--- src/sv/srfp_pkg.sv ---
// Shared types and constants for the servo reply frame parser.
`timescale 1ns / 1ps

package srfp_pkg;

  // Frame layout
  localparam int unsigned FRAME_LEN = 8;
  localparam int unsigned IDX_W     = 4;
  localparam int unsigned SLOT_W    = $clog2(FRAME_LEN);

  localparam logic [7:0] HDR_FIRST  = 8'hFF;
  localparam logic [7:0] HDR_SECOND = 8'hF5;

  // Slot positions within the frame
  localparam logic [SLOT_W-1:0] SLOT_ID    = SLOT_W'(2);
  localparam logic [SLOT_W-1:0] SLOT_POS_H = SLOT_W'(5);
  localparam logic [SLOT_W-1:0] SLOT_POS_L = SLOT_W'(6);
  localparam logic [IDX_W-1:0]  IDX_BODY   = IDX_W'(2);
  localparam logic [IDX_W-1:0]  IDX_LAST   = IDX_W'(FRAME_LEN - 1);

  typedef enum logic [1:0] {
    PH_IDLE      = 2'd0,
    PH_SAW_FIRST = 2'd1,
    PH_BODY      = 2'd2
  } phase_t;

  typedef struct packed {
    logic [7:0]  servo_id;
    logic        checksum_ok;
    logic [15:0] position_value;
  } result_t;

endpackage

--- src/sv/srfp_in_stage.sv ---
// Input register stage: holds one received word until the parser takes it.
`timescale 1ns / 1ps

module srfp_in_stage
  import srfp_pkg::*;
(
  input  logic       clk,
  input  logic       rst_n,
  input  logic       in_valid,
  output logic       in_stall,
  input  logic [7:0] in_rx_byte,
  input  logic       advance,
  output logic       s1_valid,
  output logic [7:0] s1_byte
);

  logic       s1_valid_r, s1_valid_nxt;
  logic [7:0] s1_byte_r,  s1_byte_nxt;

  // Stall only while a held word cannot move on
  assign in_stall = s1_valid_r && !advance;

  always_comb begin
    s1_valid_nxt = s1_valid_r;
    s1_byte_nxt  = s1_byte_r;
    if (!in_stall) begin
      s1_valid_nxt = in_valid;
      if (in_valid) begin
        s1_byte_nxt = in_rx_byte;
      end
    end
  end

  always_ff @(posedge clk) begin
    if (!rst_n) begin
      s1_valid_r <= 1'b0;
    end else begin
      s1_valid_r <= s1_valid_nxt;
    end
  end

  always_ff @(posedge clk) begin
    s1_byte_r <= s1_byte_nxt;
  end

  assign s1_valid = s1_valid_r;
  assign s1_byte  = s1_byte_r;

endmodule

--- src/sv/srfp_frame_fsm.sv ---
// Header hunt, body capture and checksum of one reply frame.
`timescale 1ns / 1ps

module srfp_frame_fsm
  import srfp_pkg::*;
(
  input  logic       clk,
  input  logic       rst_n,
  input  logic       fire,
  input  logic [7:0] rx_byte,
  output logic       res_valid,
  output result_t    res
);

  phase_t           phase_r, phase_nxt;
  logic [IDX_W-1:0] idx_r,   idx_nxt;
  // Body bytes; the header slots stay unused, the checksum word is used as it arrives
  logic [7:0]       body_r [FRAME_LEN];
  logic             wr_en;
  logic [9:0]       sum;
  logic [7:0]       chk;
  logic             ok;

  // Next phase, store write and completion
  always_comb begin
    phase_nxt = phase_r;
    idx_nxt   = idx_r;
    wr_en     = 1'b0;
    res_valid = 1'b0;
    if (fire) begin
      unique case (phase_r)
        PH_SAW_FIRST: begin
          if (rx_byte == HDR_SECOND) begin
            phase_nxt = PH_BODY;
            idx_nxt   = IDX_BODY;
          end else begin
            phase_nxt = PH_IDLE;
          end
        end
        PH_BODY: begin
          wr_en   = 1'b1;
          idx_nxt = idx_r + IDX_W'(1);
          if (idx_r >= IDX_LAST) begin
            phase_nxt = PH_IDLE;
            res_valid = 1'b1;
          end
        end
        default: begin
          if (rx_byte == HDR_FIRST) begin
            phase_nxt = PH_SAW_FIRST;
          end else if (rx_byte == HDR_SECOND) begin
            phase_nxt = PH_BODY;
            idx_nxt   = IDX_BODY;
          end
        end
      endcase
    end
  end

  // Checksum over bytes 2..6 against the arriving byte 7
  always_comb begin
    sum = 10'(body_r[2]) + 10'(body_r[3]) + 10'(body_r[4])
        + 10'(body_r[5]) + 10'(body_r[6]);
    chk = ~sum[7:0];
    ok  = (chk == rx_byte);
    res.servo_id       = body_r[SLOT_ID];
    res.checksum_ok    = ok;
    res.position_value = ok ? {body_r[SLOT_POS_H], body_r[SLOT_POS_L]} : 16'd0;
  end

  always_ff @(posedge clk) begin
    if (!rst_n) begin
      phase_r <= PH_IDLE;
      idx_r   <= '0;
    end else begin
      phase_r <= phase_nxt;
      idx_r   <= idx_nxt;
    end
  end

  // Write the body slot
  always_ff @(posedge clk) begin
    if (wr_en) begin
      body_r[idx_r[SLOT_W-1:0]] <= rx_byte;
    end
  end

endmodule

--- src/sv/srfp_out_reg.sv ---
// Result register: holds a finished result until the receiver takes it.
`timescale 1ns / 1ps

module srfp_out_reg
  import srfp_pkg::*;
(
  input  logic        clk,
  input  logic        rst_n,
  input  logic        fire,
  input  logic        res_valid,
  input  result_t     res,
  output logic        advance,
  output logic        out_valid,
  input  logic        out_stall,
  output logic [7:0]  out_servo_id,
  output logic        out_checksum_ok,
  output logic [15:0] out_position_value
);

  logic    out_valid_r, out_valid_nxt;
  result_t res_r,       res_nxt;

  // Free when empty or when the held word leaves this cycle
  assign advance = !out_valid_r || !out_stall;

  always_comb begin
    out_valid_nxt = out_valid_r;
    res_nxt       = res_r;
    if (advance) begin
      out_valid_nxt = fire && res_valid;
      if (fire && res_valid) begin
        res_nxt = res;
      end
    end
  end

  always_ff @(posedge clk) begin
    if (!rst_n) begin
      out_valid_r <= 1'b0;
    end else begin
      out_valid_r <= out_valid_nxt;
    end
  end

  always_ff @(posedge clk) begin
    res_r <= res_nxt;
  end

  assign out_valid          = out_valid_r;
  assign out_servo_id       = res_r.servo_id;
  assign out_checksum_ok    = res_r.checksum_ok;
  assign out_position_value = res_r.position_value;

endmodule

--- src/sv/servo_reply_frame_parser_unit.sv ---
// Servo reply frame parser: accepts received bytes, finds reply frames and
// reports id, checksum status and the 16-bit value of each complete frame.
//
// Input channel: in_valid / in_stall carry one received byte (in_rx_byte)
// per word. Output channel: out_valid / out_stall carry one result word per
// complete frame: 8 bytes from header 0xFF 0xF5, or 7 from a lone 0xF5
// while idle. The word carrying the frame's last byte passes the input
// register and then the parse, and its result is taken into the result
// register. Throughput: one byte per cycle while the result register is
// free (empty, or its held word leaving); the parse step sits between the
// input register and the result register.
// Reset (rst_n low, synchronous) empties both registers and returns the
// hunt to idle. When the receiver stalls, the held result stays put; one
// further byte may be accepted into the input register, and in_stall rises
// only once that byte cannot move on.
`timescale 1ns / 1ps

module servo_reply_frame_parser_unit
  import srfp_pkg::*;
(
  input  logic        clk,
  input  logic        rst_n,
  input  logic        in_valid,
  output logic        in_stall,
  input  logic [7:0]  in_rx_byte,
  output logic        out_valid,
  input  logic        out_stall,
  output logic [7:0]  out_servo_id,
  output logic        out_checksum_ok,
  output logic [15:0] out_position_value
);

  logic       advance;
  logic       s1_valid;
  logic [7:0] s1_byte;
  logic       fire;
  logic       res_valid;
  result_t    res;

  assign fire = s1_valid && advance;

  srfp_in_stage u_in (
    .clk        (clk),
    .rst_n      (rst_n),
    .in_valid   (in_valid),
    .in_stall   (in_stall),
    .in_rx_byte (in_rx_byte),
    .advance    (advance),
    .s1_valid   (s1_valid),
    .s1_byte    (s1_byte)
  );

  srfp_frame_fsm u_fsm (
    .clk       (clk),
    .rst_n     (rst_n),
    .fire      (fire),
    .rx_byte   (s1_byte),
    .res_valid (res_valid),
    .res       (res)
  );

  srfp_out_reg u_out (
    .clk                (clk),
    .rst_n              (rst_n),
    .fire               (fire),
    .res_valid          (res_valid),
    .res                (res),
    .advance            (advance),
    .out_valid          (out_valid),
    .out_stall          (out_stall),
    .out_servo_id       (out_servo_id),
    .out_checksum_ok    (out_checksum_ok),
    .out_position_value (out_position_value)
  );

endmodule

--- config.mk ---
export PLATFORM = sky130hd
export DESIGN_NAME = servo_reply_frame_parser_unit
export DESIGN_NICKNAME = d
export VERILOG_FILES = /design/src/sv/srfp_pkg.sv /design/src/sv/srfp_in_stage.sv /design/src/sv/srfp_frame_fsm.sv /design/src/sv/srfp_out_reg.sv /design/src/sv/servo_reply_frame_parser_unit.sv
export SDC_FILE = /design/constraint.sdc
export NUM_CORES = 1
export LEC_CHECK = 0
export ABC_AREA = 1
export BUFFER_PORTS_ARGS = -buffer_cell sky130_fd_sc_hd__buf_4
export CAP_MARGIN = 20
export CORE_UTILIZATION = 23
export DETAILED_ROUTE_END_ITERATION = 16
export PLACE_DENSITY_LB_ADDON = 0.25
export REMOVE_ABC_BUFFERS = 1
export SKIP_CTS_REPAIR_TIMING = 1
export SLEW_MARGIN = 30
export SYNTH_ARGS = -nofsm -noshare
export SYNTH_HDL_FRONTEND = slang
export SYNTH_SLANG_ARGS = --single-unit
--- constraint.sdc ---
create_clock -name clk -period 3.5 [get_ports clk]
set_input_delay 0.7 -clock clk [delete_from_list [all_inputs] [get_ports clk]]
set_output_delay 0.7 -clock clk [all_outputs]
set_load 0.02 [all_outputs]
==> summary.md <==
| Metric | Value |
|---|---|
| HP Start | `u_fsm.body_r[2][7]` |
| Synth area leaders | `edfxtp_1 57%, fa_1 10%, nand2_1 6.7%` |
| Critical Path RT | `3.70 ns` |
| DR vias/cell | `3.84` |
| Clk_lat worst skew | `around 0.34 ns` |
| Initial antenna violation count | `0` |
| Post-Place Worst Slack | `-0.267 ns` |
| First-pass GRT wire length | `12600 um` |
| Crit Path Category | `flip-flop to flip-flop` |
| Crit path DAT | `3.90 ns` |
| Port bufs | `38` |
| Mux cell area share after synthesis | `0%` |
| DR DRC count | `0` |
| WL final | `7580 um` |
| 1st-iter DRT viols | `69` |
| 1st-pass router iterations | `4` |
| # H-tree levels | `3` |
| Slew margin rel. | `approximately 72%` |
| Highest metal used | `met4` |
| XOR/XNOR Fraction of Synth Area | `0.683%` |
| Worst Path Max Fanout | `11` |
| # diodes | `0` |
| Worst Max-Slew Pin Slew | `about 0.42 ns` |
| Slack of the critical path | `-0.198 ns` |
| Post-DP HPWL | `between 5000 and 6000 um` |
| Starting Density | `23.9%` |
| Largest family of logic cells by synthesized area | `simple AND/OR/NAND/NOR gates` |
| Power per cell area | `roughly 400 nW/um2` |
| Max Cap Viol | `0` |
| Final setup viols | `17` |
| Row cnt | `46` |
| Largest net degree at the start of global routing | `17` |
| Seq/Total Area, Yosys | `61.2%` |
| Failing checks | `setup timing` |
| Die W | `~130 um` |
| CTS Sinks | `81` |
| FF+latch count, synth | `81` |
| Ys Warns | `0` |
| Yosys top cell by area | `edfxtp_1` |
| Metal-1 WL | `3570 um` |
| Finished Layout Cells | `approximately 620` |
| Metal2 WL | `3550 um` |
| GRT overflow | `0` |
| Final Hold Fails | `0` |
| CTS tree | `yes` |
| Worst R2R Start | `u_fsm.body_r[2][0]` |
| CTS Buffer Depth | `2` |
| CP Capture Type | `flip-flop` |
| DR vias | `2394` |
| Worst VDD drop | `0.178 mV` |
| Placed Cells incl. Taps | `607` |
| Placer Congestion | `0.809` |
| Syn Inst Count | `331` |
| Core Box Area | `16100 um2` |
| Die H | `between 100 and 150 um` |
| Outcome | `finished with violations` |
| Final Skew | `0.00680 ns` |
| Post-synth design cell area | `3850 um2` |
| Post-route minimum period | `between 3 and 4 ns` |
| Netlist cell types | `23` |
| GRT Overall Usage | `9.66%` |
| Adder-cell area share of the yosys netlist | `14.0%` |
| Wire length per cell | `12.1 um` |
| Final #Nets | `446` |
| CTS buffer count | `9` |
| Post-Synth Simple-Gate Area | `16.2%` |
| Synth top area share | `57.0%` |
| Worst Hold Class | `flip-flop to flip-flop` |
| Met3 routed WL | `372 um` |
| Vias in the first global route | `~2.5k` |
| Critical Path Start | `u_fsm.body_r[2][0]` |
| P_leak | `1.98 nW` |
| Die area | `17200 um2` |
| Clk root buf | `clkbuf_16` |
| Peak Freq | `about 0.27 GHz` |
| Clock transition at path regs | `0.06 ns` |
| Number of routed nets with antenna violations | `0` |
| Layout cells sized above 1 | `25.0%` |
| Synth Area in Compound Gates | `1.79%` |
| Layout area overhead | `29.1%` |
| Fin crit share | `106%` |
| Crit start category | `flip-flop` |
| Fill cell count | `1681` |
| Max-slew violations | `0` |
| Post-Syn Area per Cell | `11.6 um2` |
| RSZ-0062 raised after global routing | `true` |
| IO Pins | `39` |
-- layout make-up --
type | count | area (um2) | area share, %
clock buffer | 10 | 229 | 4.61
clock inverter | 6 | 58.8 | 1.18
multi-input combinational | 189 | 1340 | 27.0
timing repair buffer | 62 | 490 | 9.88
inverter | 60 | 225 | 4.54
sequential | 81 | 2350 | 47.4
tap | 216 | 270 | 5.44
-- placed cells by master (no fill, tap or decap), types with 2 or more instances in the layout --
cell | Yosys | final
xor2_1 | 2 | 2
nor2_1 | 30 | 25
fa_1 | 20 | 19
buf_4 | 0 | 60
nor2_4 | 1 | 6
nand2_1 | 69 | 69
clkinvlp_4 | 0 | 2
ha_4 | 0 | 2
nand3_1 | 18 | 18
a21oi_1 | 9 | 9
ha_1 | 11 | 8
nor3_1 | 6 | 3
o21ai_0 | 3 | 3
buf_12 | 0 | 2
nand4_1 | 4 | 4
nor2_2 | 8 | 8
inv_1 | 60 | 60
clkinv_2 | 0 | 2
clkbuf_16 | 0 | 9
nor3_2 | 2 | 5
dfxtp_1 | 8 | 8
edfxtp_1 | 73 | 73
-- cells by family after synthesis --
| logic type | after synthesis |
|---|---|
| and+or+nand+nor | 142 |
| DFF | 81 |
| buffers and inverters | 61 |
| adders and majority gates | 31 |
| AOI/OAI and AO/OA | 13 |
| xor gates and xnor gates | 3 |
-- final timing paths --
check | end | slack (ns) | depth (start not counted)
setup / recovery | u_out.out_position_value[5] | -0.20 | 13
hold / removal | u_out.out_servo_id[7] | 0.46 | 0
setup reg to reg | u_out.out_position_value[5] | -0.20 | 13
hold reg to reg | u_out.out_servo_id[7] | 0.46 | 0
-- routing by layer --
layer	up-vias	global-route usage, %
met1	1131	11.5
met4	0	3.10
met2	40	15.8
li1	1216	-
met5	-	0
met3	7	3.94
-- power breakdown --
part	internal (mW)	total [mW]	switching [mW]
clock network	0.547	0.920	0.373
registers	1.06	1.08	0.0189
logic	0.0156	0.0331	0.0175
total	1.62	2.03	0.409
-- cell usage after synthesis --
library cell	number
a21oi_1	9
a21oi_2	1
edfxtp_1	73
nor2_4	1
xor2_1	2
nor3_2	2
buf_6	1
dfxtp_1	8
nand3b_1	1
o21ai_0	3
nor2_2	8
nand4_1	4
xnor2_1	1
inv_1	60
or2_1	1
fa_1	20
or2_2	1
nand2_1	69
nor3_1	6
nand3_1	18
ha_1	11
nand2_2	1
nor2_1	30
-- per-stage QoR --
step | setup TNS (ns) | cell area (um2) | utilization [%] | hold slack [ns] | power, mW
final | -2.86 | 4970 | 30.8 | 0.464 | 2.03
after global routing | -5.65 | 4970 | 30.8 | 0.491 | 2.10
after CTS | -4.37 | 4890 | 30.4 | 0.474 | 2.07
after detailed placement | -3.92 | 4610 | 28.6 | 0.471 | 1.13
after global placement | -3.01 | 4610 | 28.6 | 0.458 | 1.13
after floorplan | -1.12 | 3830 | - | 0.426 | 1.11
-- critical path, cell delays in order, from the launching register on --
cell	delay [ns]
edfxtp_1	0.42
fa_1	0.49
fa_1	0.56
fa_1	0.42
ha_2	0.21
fa_2	0.53
xor2_1	0.14
nand3_1	0.08
nor2_1	0.10
nand3_1	0.10
nor3_2	0.13
nand2_2	0.13
buf_12	0.17
nor2_1	0.09
-- flip-flops by register name (all words and copies together) (netlist names) --
register and count:
u_out.out_checksum_ok 1, u_in.s1_valid 1, u_out.out_servo_id 8, u_fsm.phase_r 2
u_fsm.idx_r 4, u_fsm.body_r 40, u_out.out_valid 1, u_out.out_position_value 16
u_in.s1_byte 8
(Power assumes the default switching activity.)
